==> src/sv/ea6502_pkg.sv <==
`default_nettype none

package ea6502_pkg;

  // Addressing forms
  localparam logic [3:0] FORM_IMPLIED   = 4'd0;
  localparam logic [3:0] FORM_ACCUM     = 4'd1;
  localparam logic [3:0] FORM_IMM       = 4'd2;
  localparam logic [3:0] FORM_ZP        = 4'd3;
  localparam logic [3:0] FORM_ZP_X      = 4'd4;
  localparam logic [3:0] FORM_ZP_Y      = 4'd5;
  localparam logic [3:0] FORM_ABS       = 4'd6;
  localparam logic [3:0] FORM_ABS_X     = 4'd7;
  localparam logic [3:0] FORM_ABS_Y     = 4'd8;
  localparam logic [3:0] FORM_REL       = 4'd9;
  localparam logic [3:0] FORM_IND       = 4'd10;
  localparam logic [3:0] FORM_IND_X     = 4'd11;
  localparam logic [3:0] FORM_IND_Y     = 4'd12;

  // Transaction modes
  localparam logic MODE_START = 1'b0;
  localparam logic MODE_DATA  = 1'b1;

  // Result kinds
  localparam logic [1:0] KIND_READ  = 2'd0;
  localparam logic [1:0] KIND_FINAL = 2'd1;
  localparam logic [1:0] KIND_ERROR = 2'd2;

  // Indirect sequencing phase
  typedef enum logic [2:0] {
    PH_IDLE = 3'b001,
    PH_LOW  = 3'b010,
    PH_HIGH = 3'b100
  } phase_t;

  typedef struct packed {
    logic        mode;
    logic [3:0]  address_form;
    logic [15:0] operand;
    logic [7:0]  index_x;
    logic [7:0]  index_y;
    logic [7:0]  accumulator;
    logic [15:0] program_counter;
    logic [7:0]  read_data;
  } in_item_t;

  typedef struct packed {
    logic [1:0]  result_kind;
    logic [15:0] address;
    logic        extra_cycles;
    logic [1:0]  instruction_length;
  } out_item_t;

  typedef struct packed {
    logic [3:0]  pending_form;
    phase_t      phase;
    logic [15:0] pointer;
    logic [7:0]  low_byte;
    logic [7:0]  held_y;
  } ea_state_t;

  // Instruction length in bytes for a form
  function automatic logic [1:0] form_length(input logic [3:0] form);
    logic [1:0] len;
    case (form) inside
      FORM_IMM, FORM_ZP, FORM_ZP_X, FORM_ZP_Y, FORM_REL, FORM_IND_X, FORM_IND_Y:
        len = 2'd2;
      FORM_ABS, FORM_ABS_X, FORM_ABS_Y, FORM_IND:
        len = 2'd3;
      default:
        len = 2'd1;
    endcase
    return len;
  endfunction

endpackage

`default_nettype wire

==> src/sv/ea6502_calc.sv <==
`default_nettype none

module ea6502_calc (
  input  ea6502_pkg::in_item_t  item,
  input  ea6502_pkg::ea_state_t state_cur,
  output ea6502_pkg::out_item_t result,
  output ea6502_pkg::ea_state_t state_nxt
);

  logic [7:0]  op8;
  logic [1:0]  len;
  logic [1:0]  plen;
  logic [15:0] abs_x_sum;
  logic [15:0] abs_y_sum;
  logic [15:0] rel_sum;
  logic [15:0] base;
  logic [15:0] base_y_sum;
  logic [7:0]  zp_x_sum;

  // Shared address arithmetic
  assign op8        = item.operand[7:0];
  assign len        = ea6502_pkg::form_length(item.address_form);
  assign plen       = ea6502_pkg::form_length(state_cur.pending_form);
  assign abs_x_sum  = item.operand + {8'd0, item.index_x};
  assign abs_y_sum  = item.operand + {8'd0, item.index_y};
  assign rel_sum    = item.program_counter + {{8{op8[7]}}, op8};
  assign base       = {item.read_data, state_cur.low_byte};
  assign base_y_sum = base + {8'd0, state_cur.held_y};
  assign zp_x_sum   = op8 + item.index_x;

  always_comb begin
    state_nxt = state_cur;
    result    = '{result_kind: ea6502_pkg::KIND_FINAL, address: 16'd0,
                  extra_cycles: 1'b0, instruction_length: 2'd1};

    if (item.mode == ea6502_pkg::MODE_DATA) begin
      // Returned byte of an indirect pointer
      unique case (state_cur.phase)
        ea6502_pkg::PH_LOW: begin
          state_nxt.low_byte = item.read_data;
          state_nxt.phase    = ea6502_pkg::PH_HIGH;
          result.result_kind = ea6502_pkg::KIND_READ;
          // high byte stays in the same page
          result.address     = {state_cur.pointer[15:8], state_cur.pointer[7:0] + 8'd1};
          result.instruction_length = plen;
        end
        ea6502_pkg::PH_HIGH: begin
          state_nxt.phase    = ea6502_pkg::PH_IDLE;
          result.result_kind = ea6502_pkg::KIND_FINAL;
          result.instruction_length = plen;
          if (state_cur.pending_form == ea6502_pkg::FORM_IND_Y) begin
            result.address      = base_y_sum;
            result.extra_cycles = (base_y_sum[15:8] != base[15:8]);
          end else begin
            result.address = base;
          end
        end
        default: begin
          // data with nothing pending
          result.result_kind = ea6502_pkg::KIND_ERROR;
        end
      endcase
    end else begin
      // New resolution; any pending one is dropped
      state_nxt.phase = ea6502_pkg::PH_IDLE;
      result.instruction_length = len;
      case (item.address_form) inside
        ea6502_pkg::FORM_ACCUM: result.address = {8'd0, item.accumulator};
        ea6502_pkg::FORM_IMM,
        ea6502_pkg::FORM_ZP:    result.address = {8'd0, op8};
        ea6502_pkg::FORM_ZP_X: begin
          result.address      = {8'd0, zp_x_sum};
          result.extra_cycles = 1'b1;
        end
        ea6502_pkg::FORM_ZP_Y: begin
          result.address      = {8'd0, op8 + item.index_y};
          result.extra_cycles = 1'b1;
        end
        ea6502_pkg::FORM_ABS:   result.address = item.operand;
        ea6502_pkg::FORM_ABS_X: begin
          result.address      = abs_x_sum;
          result.extra_cycles = (abs_x_sum[15:8] != item.operand[15:8]);
        end
        ea6502_pkg::FORM_ABS_Y: begin
          result.address      = abs_y_sum;
          result.extra_cycles = (abs_y_sum[15:8] != item.operand[15:8]);
        end
        ea6502_pkg::FORM_REL:   result.address = rel_sum;
        ea6502_pkg::FORM_IND,
        ea6502_pkg::FORM_IND_X,
        ea6502_pkg::FORM_IND_Y: begin
          state_nxt.pending_form = item.address_form;
          state_nxt.held_y       = item.index_y;
          state_nxt.phase        = ea6502_pkg::PH_LOW;
          if (item.address_form == ea6502_pkg::FORM_IND) begin
            state_nxt.pointer = item.operand;
          end else if (item.address_form == ea6502_pkg::FORM_IND_X) begin
            state_nxt.pointer = {8'd0, zp_x_sum};
          end else begin
            state_nxt.pointer = {8'd0, op8};
          end
          result.result_kind = ea6502_pkg::KIND_READ;
          result.address     = state_nxt.pointer;
        end
        default: begin
          // implied and unused forms
          result.address            = 16'd0;
          result.instruction_length = 2'd1;
        end
      endcase
    end
  end

endmodule

`default_nettype wire

==> src/sv/effective_address_6502_core.sv <==
// Each result is registered in the output stage, or the skid stage if it stalls.
// Throughput: one transaction per cycle while the skid is empty; the address adders
// sit between the accepted input and the result register, one-entry skid behind it.
// Reset (rst_n low, synchronous): output and skid stages empty, phase idle,
// pointer, low byte, held Y and pending form cleared to zero.
`default_nettype none

module effective_address_6502_core (
  input  wire                      clk,
  input  wire                      rst_n,
  input  wire                      in_valid,
  output logic                     in_ready,
  input  ea6502_pkg::in_item_t     in_data,
  output logic                     out_valid,
  input  wire                      out_ready,
  output ea6502_pkg::out_item_t    out_data
);

  ea6502_pkg::ea_state_t state_r;
  ea6502_pkg::ea_state_t state_nxt;
  ea6502_pkg::out_item_t calc_res;
  ea6502_pkg::out_item_t out_r;
  ea6502_pkg::out_item_t skid_r;
  logic                  out_valid_r;
  logic                  skid_valid_r;
  logic                  in_fire;
  logic                  out_fire;

  assign in_ready  = !skid_valid_r;
  assign in_fire   = in_valid && in_ready;
  assign out_fire  = out_valid_r && out_ready;
  assign out_valid = out_valid_r;
  assign out_data  = out_r;

  ea6502_calc u_calc (
    .item      (in_data),
    .state_cur (state_r),
    .result    (calc_res),
    .state_nxt (state_nxt)
  );

  // Resolution state advances on every accepted transaction
  always_ff @(posedge clk) begin
    if (!rst_n) begin
      state_r <= '{pending_form: 4'd0, phase: ea6502_pkg::PH_IDLE,
                   pointer: 16'd0, low_byte: 8'd0, held_y: 8'd0};
    end else if (in_fire) begin
      state_r <= state_nxt;
    end
  end

  // Output register and skid stage control
  always_ff @(posedge clk) begin
    if (!rst_n) begin
      out_valid_r  <= 1'b0;
      skid_valid_r <= 1'b0;
    end else if (skid_valid_r) begin
      if (out_fire) begin
        skid_valid_r <= 1'b0;
      end
    end else if (in_fire) begin
      if (out_valid_r && !out_ready) begin
        skid_valid_r <= 1'b1;
      end else begin
        out_valid_r <= 1'b1;
      end
    end else if (out_fire) begin
      out_valid_r <= 1'b0;
    end
  end

  // Payload registers
  always_ff @(posedge clk) begin
    if (skid_valid_r) begin
      if (out_fire) begin
        out_r <= skid_r;
      end
    end else if (in_fire) begin
      if (out_valid_r && !out_ready) begin
        skid_r <= calc_res;
      end else begin
        out_r <= calc_res;
      end
    end
  end

  // Checks
  a_skid_behind_out: assert property (@(posedge clk) disable iff (!rst_n)
    skid_valid_r |-> out_valid_r)
    else $error("skid stage holds a transaction while output stage is empty");

  a_phase_onehot: assert property (@(posedge clk) disable iff (!rst_n)
    $onehot(state_r.phase))
    else $error("phase register lost its one-hot code");

  a_kind_legal: assert property (@(posedge clk) disable iff (!rst_n)
    out_valid_r |-> (out_r.result_kind == ea6502_pkg::KIND_READ
                     || out_r.result_kind == ea6502_pkg::KIND_FINAL
                     || out_r.result_kind == ea6502_pkg::KIND_ERROR))
    else $error("illegal result kind presented");

  a_error_only_idle: assert property (@(posedge clk) disable iff (!rst_n)
    (in_fire && in_data.mode == ea6502_pkg::MODE_DATA
     && state_r.phase == ea6502_pkg::PH_IDLE)
    |=> $stable(state_r))
    else $error("stray data transaction changed resolution state");

endmodule

`default_nettype wire

==> config.mk <==
export PLATFORM = sky130hd
export DESIGN_NAME = effective_address_6502_core
export DESIGN_NICKNAME = d
export VERILOG_FILES = /design/src/sv/ea6502_pkg.sv /design/src/sv/ea6502_calc.sv /design/src/sv/effective_address_6502_core.sv
export SDC_FILE = /design/constraint.sdc
export NUM_CORES = 1
export LEC_CHECK = 0
export BUFFER_PORTS_ARGS = -buffer_cell sky130_fd_sc_hd__buf_2
export CAP_MARGIN = 30
export CORE_MARGIN = 2
export CORE_UTILIZATION = 25
export DETAILED_ROUTE_END_ITERATION = 8
export SLEW_MARGIN = 30
export SYNTH_ARGS = -nofsm -noshare
export SYNTH_HDL_FRONTEND = slang
export SYNTH_HIERARCHICAL = 1
export SYNTH_SLANG_ARGS = --single-unit
==> constraint.sdc <==
create_clock -name clk -period 9.1 [get_ports clk]
set_input_delay 1.82 -clock clk [delete_from_list [all_inputs] [get_ports clk]]
set_output_delay 1.82 -clock clk [all_outputs]
set_load 0.01 [all_outputs]
After elaboration in Yosys (flattened, before gate mapping):

Index checks and enable logic that the tools add are counted.

* flip-flop bits (word level): 83
* bits in latches: 0
* bits in writable memories: 0
* ROM bits: 0
* memories: 0

* add/subtract/negate cells: 7
* $mul: 0
* div/mod/pow operators: 0
* $lt $le $gt $ge: 0
* equal/unequal tests: 32
* shifts and indexed selects: 0
* muxes and demuxes: 69
* bitwise gates (word level): 10
* reductions and logical operators: 20

Operators by type and width (number)
* $mux 16: 11
* $mux 19: 8
* $mux 21: 5
* $add 16x8->16: 3
* $mux 2: 21
* $eq 4x4->1 const B: 10
* $eq 4x3->1 const B: 8
* $pmux 16 s2: 1
* $ne 8x8->1: 3
* $mux 1: 18
* $mux 18: 1
* $add 16x16->16: 1
* $add 8x8->8: 2
* $eq 4x2->1 const B: 4
* $reduce_or 7->1: 2
* $reduce_and 3->1: 4
* $reduce_and 11->1: 1
* $not 1->1: 10
* $add 8x1->8 const B: 1
* $mux 8: 1
* $reduce_or 4->1: 2
* $pmux 3 s2: 1
* $eq 4x1->1 const B: 1
* $ne 2x2->1 const B: 2
* 12 further kinds: 17

Longest topological paths before layout:

Gate-level depths: netlist of the first run.

* depth after elaboration: 17
* gate-level depth with buffers: 11

Cells and area by module:

The synthesis of the first run kept the hierarchy.

Modules (own cells, without submodules)
* ea6502_calc: times used 1, cells each 645, area each 4287.9 sq um, sequential area each 0.0 sq um
* effective_address_6502_core: times used 1, cells each 250, area each 3186.8 sq um, sequential area each 2082.0 sq um

Worst setup path before layout of the first run:

Ideal clock, no wire load.

* kind: input port to flip-flop
* start: in in_data[40] (netlist bit)
* end: reg out_r (netlist bit out_data[17]), data pin
* arrival: 4.137 ns
* data required time: 8.840 ns
* slack: 4.703 ns
* cell stages on the path: 11
* path through: ha_1 > inv_1 > fa_1 > nand2b_1 > a211oi_1 > o211ai_1 > a21oi_1 > nand3_1 > xnor2_1 > a221o_1 > mux2_2

RTL lines
* start, declared: line effective_address_6502_core.sv:13 `input ea6502_pkg::in_item_t in_data,`
* end signal, assigned: line effective_address_6502_core.sv:76 `out_r <= skid_r;`
* end signal, assigned: line effective_address_6502_core.sv:82 `out_r <= calc_res;`
* end, declared: line effective_address_6502_core.sv:22 `ea6502_pkg::out_item_t out_r;`

==> results of run 1 <==
## routing by layer
metal	share of wire	wire length, um
met5	0	0
met4	0.027	671
met2	0.44	11000
met3	0.058	1450
met1	0.48	12000
## final cells by class
cell class | count | area (um^2)
clock buffer | 11 | 243
multi-input combinational | 745 | 5100
fill | 3194 | 21000
sequential | 83 | 2080
timing repair buffer | 100 | 520
clock inverter | 5 | 60.1
tap | 390 | 488
inverter | 21 | 78.8
## per-stage QoR
| stage | power (mW) | setup WS (ns) |
|---|---|---|
| floorplan | 0.621 | 4.70 |
| global placement | 0.715 | 4.16 |
| detailed placement | 0.717 | 4.08 |
| CTS | 1.09 | 4.44 |
| global route | 1.14 | 4.21 |
| finish | 1.09 | 4.39 |
## registers in the layout, summed over array words and instances, names as in the netlist
register,count
state_r,39
out_data,21
skid_r,21
out_valid,1
skid_valid_r,1
## power groups by stage
stage / logic, mW / registers, mW / clock network (mW)
2_1_floorplan: 0.190 / 0.431 / 0
3_3_place_gp: 0.288 / 0.427 / 0
3_5_place_dp: 0.290 / 0.427 / 0
4_1_cts: 0.291 / 0.419 / 0.385
5_1_grt: 0.321 / 0.420 / 0.400
6_report: 0.294 / 0.418 / 0.377
## worst max-delay path, delay by kind of cell
kind / cells / cell delay, ns
AO/OA/AOI/OAI: 4 / 1.45
XOR/XNOR: 1 / 0.14
AND/OR/NAND/NOR: 2 / 0.30
buffers and inverters: 2 / 0.22
multiplexers: 1 / 0.28
adder cells (fa/ha/maj): 2 / 0.60
## worst min path at each step
stage                              to        start  slack (ns)
after global placement    state_r[27]  state_r[27]        0.46
final                     state_r[25]  state_r[25]        0.48
after detailed placement  state_r[25]  state_r[25]        0.47
after global routing      state_r[29]  state_r[29]        0.50
after CTS                 state_r[25]  state_r[25]        0.48
after floorplan           state_r[37]  state_r[37]        0.43
## cells by family after synthesis
| group | after synthesis |
|---|---|
| AO/OA/AOI/OAI | 262 |
| XOR/XNOR | 48 |
| adder cells (fa/ha/maj) | 44 |
| buffers and inverters | 67 |
| flip-flops | 83 |
| multiplexers | 84 |
| AND/OR/NAND/NOR | 307 |
## placed cells by master (no fill, tap or decap), types with 18 or more instances in the layout
| cell type | netlist | routed |
|---|---|---|
| edfxtp_1 | 42 | 42 |
| xnor2_1 | 23 | 23 |
| mux2_2 | 37 | 37 |
| ha_1 | 40 | 40 |
| buf_2 | 15 | 95 |
| inv_1 | 20 | 20 |
| dfxtp_1 | 41 | 41 |
| nor2_1 | 60 | 60 |
| nand3_1 | 20 | 20 |
| nand2_1 | 137 | 137 |
| o21ai_0 | 52 | 52 |
| nor3_1 | 18 | 18 |
| mux2i_1 | 47 | 47 |
| xor2_1 | 25 | 25 |
| a21oi_1 | 56 | 55 |
| a211oi_1 | 18 | 18 |
==> impl_metrics.env, run 1 <==
export IMPL_crit_end="out_data[17]"
export IMPL_path_max_fanout=5
export IMPL_p_comb_frac=0.270
export IMPL_drt_wirelength_per_cell_um=18.5
export IMPL_muxShareOfSynthArea=0.119
export IMPL_worst_setup_path_type="input pin to flip-flop"
export IMPL_syn_area_mm2=0.00747
export IMPL_period_needed_ns=4.71
export IMPL_ys_top_cells_by_area="edfxtp_1 17%, dfxtp_1 11%, nand2_1 6.9%, ha_1 6.7%, mux2i_1 6.3%"
export IMPL_fmax_mhz=212
export IMPL_area_delta_synth_final_pct=14.7
export IMPL_use_met1=0.229
export IMPL_synth_adder_area_share=0.0777
export IMPL_syn_avg_cell_area_um2=8.35
export IMPL_antenna_found_initial=0
export IMPL_placed_cell_area_mm2=0.00825
export IMPL_cts_resized=0
export IMPL_overflow=0
export IMPL_cp_end_kind="flip-flop"
export IMPL_cts_hold_buf=0
export IMPL_num_nets_final=1077
export IMPL_gr_usage_met3=0.0249
export IMPL_internal_power_mw=0.745
export IMPL_post_cts_setup_buffers=0
export IMPL_slew_headroom=0.426
export IMPL_p_switching_mw=0.345
export IMPL_vias_per_cell=5.29
export IMPL_synthCells=895
export IMPL_die_w_um=177
export IMPL_drv_cap=0
export IMPL_holdWs_ns=0.477
export IMPL_synth_seq_cells=83
export IMPL_cts_tree="built"
export IMPL_grt_usage=0.159
export IMPL_layout_cells_non_filler=1355
export IMPL_start_util=0.253
export IMPL_root_buffer="clkbuf_16"
export IMPL_grt_util_met2=0.241
export IMPL_row_count=63
export IMPL_clockBufferDepth=2
export IMPL_cp_cell_sequence="buf_2 > ha_1 > inv_1 > fa_1 > nand2b_1 > a211oi_1 > o211ai_1 > a21oi_1 > nand3_1 > xnor2_1 > a221o_1 > mux2_2"
export IMPL_skew_ns=0.00685
export IMPL_yosys_warnings=6
export IMPL_synth_top_family_by_area="compound AO/OA/AOI/OAI gates"
export IMPL_synthDistinctLibCells=81
export IMPL_drtIter0Drc=661
export IMPL_synthFlopType="edfxtp_1"
export IMPL_design_die_area_mm2=0.0313
export IMPL_synth_simple_area_share=0.192
export IMPL_rsz0062_at_grt="no"
export IMPL_syn_nets=1012
export IMPL_ys_async_sr_fraction=0
export IMPL_dieHeight_um=177
export IMPL_synthTopCellsByCount="137 x nand2_1, 60 x nor2_1, 56 x a21oi_1"
export IMPL_seq_power_share=0.384
export IMPL_grt_pass1_wl_mm=38.4
export IMPL_startpoint="in_data[48]"
export IMPL_first_pass_iters=7
export IMPL_cp_arrival_ns=4.81
export IMPL_numCtsBuffers=9
export IMPL_clk_pin_slew_ns=0.07
export IMPL_p_per_area_mw_per_mm2=127
export IMPL_routed_wirelength_mm=25.1
export IMPL_post_route_drc_count=0
export IMPL_netlist_area_leader_share=0.169
export IMPL_power_leakage_nw=3.30
export IMPL_placed_cells=1338
export IMPL_synth_edf_count=42
export IMPL_setup_viol=0
export IMPL_fin_crit_sh=0.517
export IMPL_seq_area_frac_synth=0.279
export IMPL_status="finished clean"
export IMPL_place_gp_congestion=0.933
export IMPL_required_ns=9.20
export IMPL_worstSkewPairLatency_ns=0.35
export IMPL_r2r_cells=11
export IMPL_hold_depth=2
export IMPL_synth_xor_area_frac=0.0562
export IMPL_dp_final_hpwl_mm=19.3
export IMPL_num_vias=7166
export IMPL_grt_busiest_layer="met2"
export IMPL_synth_top_area_cell="edfxtp_1"
export IMPL_start_kind="input pin"
export IMPL_ant_nets=0
export IMPL_clockPowerShare=0.346
export IMPL_sw_frac_of_total=0.316
export IMPL_worstHoldPathType="flip-flop to flip-flop"
export IMPL_port_buffers=95
export IMPL_core_area_mm2=0.0296
export IMPL_worstReg2RegEnd="out_data[17]"
export IMPL_timing_final_hold_violations=0
export IMPL_drive_above_1_share=0.176
export IMPL_max_vdd_ir_drop_mv=0.0866
export IMPL_crit_slowest_cell="a211oi_1"
export IMPL_synth_compound_area_frac=0.235
export IMPL_io_pins=96
export IMPL_yosysMostFrequentCell="nand2_1"
export IMPL_r2r_start="state_r[8]"
export IMPL_regToRegSetupSlack_ns=5.79
export IMPL_critPathMaxStageDelay_ns=0.47
export IMPL_first_global_vias=6624
export IMPL_final_cell_area_mm2=0.00857
export IMPL_cts_max_level=3
export IMPL_grt_max_degree=79
export IMPL_final_util=0.290
export IMPL_maxSlewViolCount=0
export IMPL_setup_tns_ns=0
export IMPL_diodes=0
export IMPL_tightestPinTransition_ns=0.858
export IMPL_cts_sinks=83
(Power assumes the default switching activity.)
==> run 2: changes to the inputs <==
==> constraint.sdc (replaced) <==
create_clock -name clk -period 4.41 [get_ports clk]
set_input_delay 0.882 -clock clk [delete_from_list [all_inputs] [get_ports clk]]
set_output_delay 0.882 -clock clk [all_outputs]
set_load 0.01 [all_outputs]
==> run 2 against run 1 <==
Sequential share of layout area fell by 0.14 points. Combinational power rose by 110%. Worst hold slack improved by 0.0078 ns. First-iteration DRC count fell by 7.4%. Total power rose by 100%. Cell area rose by 0.57%. Routed wire length rose by 0.67%. Sequential cell count did not move. Clock-buffer cell count rose by 1. Critical path depth did not move. Largest power group unchanged.
==> impl_metrics.env, run 2 (same netlist as run 1, synthesis figures left out) <==
export IMPL_setup_viol=0
export IMPL_antenna_found_initial=1
export IMPL_fin_crit_sh=0.846
export IMPL_clockBufferDepth=2
export IMPL_layout_commonest_cell="nand2_1"
export IMPL_cts_hold_buf=0
export IMPL_rsz0062_at_grt="no"
export IMPL_place_gp_congestion=0.909
export IMPL_ant_nets=0
export IMPL_drv_cap=0
export IMPL_dp_slack_ns=0.368
export IMPL_final_util=0.292
export IMPL_first_pass_iters=5
export IMPL_grt_usage=0.161
export IMPL_sw_frac_of_total=0.325
export IMPL_maxSlewViolCount=0
export IMPL_p_comb_frac=0.283
export IMPL_cp_end_kind="flip-flop"
export IMPL_power_leakage_nw=3.33
export IMPL_overflow=0
export IMPL_post_route_drc_count=0
export IMPL_post_cts_setup_buffers=0
export IMPL_cts_sinks=83
export IMPL_crit_slowest_cell="a211oi_1"
export IMPL_design_die_area_mm2=0.0313
export IMPL_dieHeight_um=177
export IMPL_grt_max_degree=47
export IMPL_dp_final_hpwl_mm=19.7
export IMPL_required_ns=4.51
export IMPL_max_vdd_ir_drop_mv=0.174
export IMPL_slew_headroom=0.407
export IMPL_area_delta_synth_final_pct=15.3
export IMPL_port_buffers=95
export IMPL_path_delay_family="compound AO/OA/AOI/OAI gates"
export IMPL_num_vias=7206
export IMPL_drt_wirelength_per_cell_um=18.5
export IMPL_regMostFlops="state_r"
export IMPL_internal_power_mw=1.47
export IMPL_critPathMaxStageDelay_ns=0.49
export IMPL_setup_tns_ns=0
export IMPL_p_per_area_mw_per_mm2=253
export IMPL_routed_wirelength_mm=25.3
export IMPL_root_buffer="clkbuf_16"
export IMPL_worst_setup_path_type="input pin to flip-flop"
export IMPL_worstHoldPathType="flip-flop to flip-flop"
export IMPL_final_cell_area_mm2=0.00862
export IMPL_grt_pass1_wl_mm=38.5
export IMPL_drive_above_1_share=0.185
export IMPL_start_kind="input pin"
export IMPL_largest_reg_flops=39
export IMPL_worstSkewPairLatency_ns=0.35
export IMPL_cts_tree="built"
export IMPL_setup_ws_ns=0.681
export IMPL_die_w_um=177
export IMPL_drtIter0Drc=612
export IMPL_regArea_mm2=0.00208
export IMPL_path_max_fanout=5
export IMPL_period_needed_ns=3.73
export IMPL_tightestPinTransition_ns=0.886
export IMPL_clockPowerShare=0.320
export IMPL_num_nets_final=1089
export IMPL_status="finished clean"
export IMPL_cts_resized=0
export IMPL_regToRegSetupSlack_ns=1.22
export IMPL_io_pins=96
export IMPL_cp_arrival_ns=3.83
export IMPL_numCtsBuffers=9
export IMPL_placed_cell_area_mm2=0.00835
export IMPL_holdWs_ns=0.485
export IMPL_first_global_vias=6737
export IMPL_fillers=3158
export IMPL_start_util=0.253
export IMPL_path_buf_inv=2
export IMPL_final_cell_mix="137 x nand2_1, 95 x buf_2, 60 x nor2_1, 55 x a21oi_1, 52 x o21ai_0"
export IMPL_cts_max_level=3
export IMPL_row_count=63
export IMPL_multi_input_area_mm2=0.00510
export IMPL_clk_pin_slew_ns=0.06
export IMPL_fmax_mhz=268
export IMPL_skew_ns=0.00857
export IMPL_vias_per_cell=5.27
export IMPL_timing_final_hold_violations=0
export IMPL_seq_power_share=0.397
export IMPL_core_area_mm2=0.0296
export IMPL_p_switching_mw=0.708
export IMPL_cp_cell_sequence="buf_2 > ha_1 > inv_1 > fa_1 > nand2b_1 > a211oi_1 > o211ai_1 > a21oi_1 > nand3_1 > xnor2_1 > a221o_1 > mux2_2"
-- run 2: power by group through the flow --
stage | Sequential (mW) | Combinational (mW) | Clock, mW
2_1_floorplan | 0.890 | 0.391 | 0
3_3_place_gp | 0.881 | 0.604 | 0
3_5_place_dp | 0.881 | 0.609 | 0
4_1_cts | 0.864 | 0.611 | 0.710
5_1_grt | 0.867 | 0.674 | 0.737
6_report | 0.864 | 0.617 | 0.698
-- run 2: path summary, 6_finish.rpt --
check                  to  cells after the start        start
min           state_r[28]                      2  state_r[28]
max reg2reg  out_data[15]                     11   state_r[8]
min reg2reg   state_r[28]                      2  state_r[28]
max          out_data[17]                     12  in_data[48]
-- run 2: routing by layer --
metal	wire, um	GRT usage	share of wire
met1	11700	0.224	0.46
met2	11000	0.245	0.44
met4	816	0.0654	0.032
met5	0	0	0
met3	1720	0.0266	0.068
-- run 2: cell type report --
type	instances	share of cell area
sequential	83	0.242
antenna	1	0.000290
inverter	21	0.00915
tap	390	0.0566
clock buffer	12	0.0274
timing repair buffer	112	0.0700
multi-input combinational	745	0.592
clock inverter	4	0.00348
-- run 2: per-stage QoR --
step	std cells	total power, mW
after detailed placement	1351	1.49
after floorplan	895	1.28
after global routing	1367	2.28
after global placement	1351	1.48
final	1368	2.18
after CTS	1367	2.19
-- run 2: tightest hold or removal path, stage by stage (launching register included) --
cell	delay, ns
dfxtp_1	0.32
nand2_1	0.05
mux2i_1	0.06
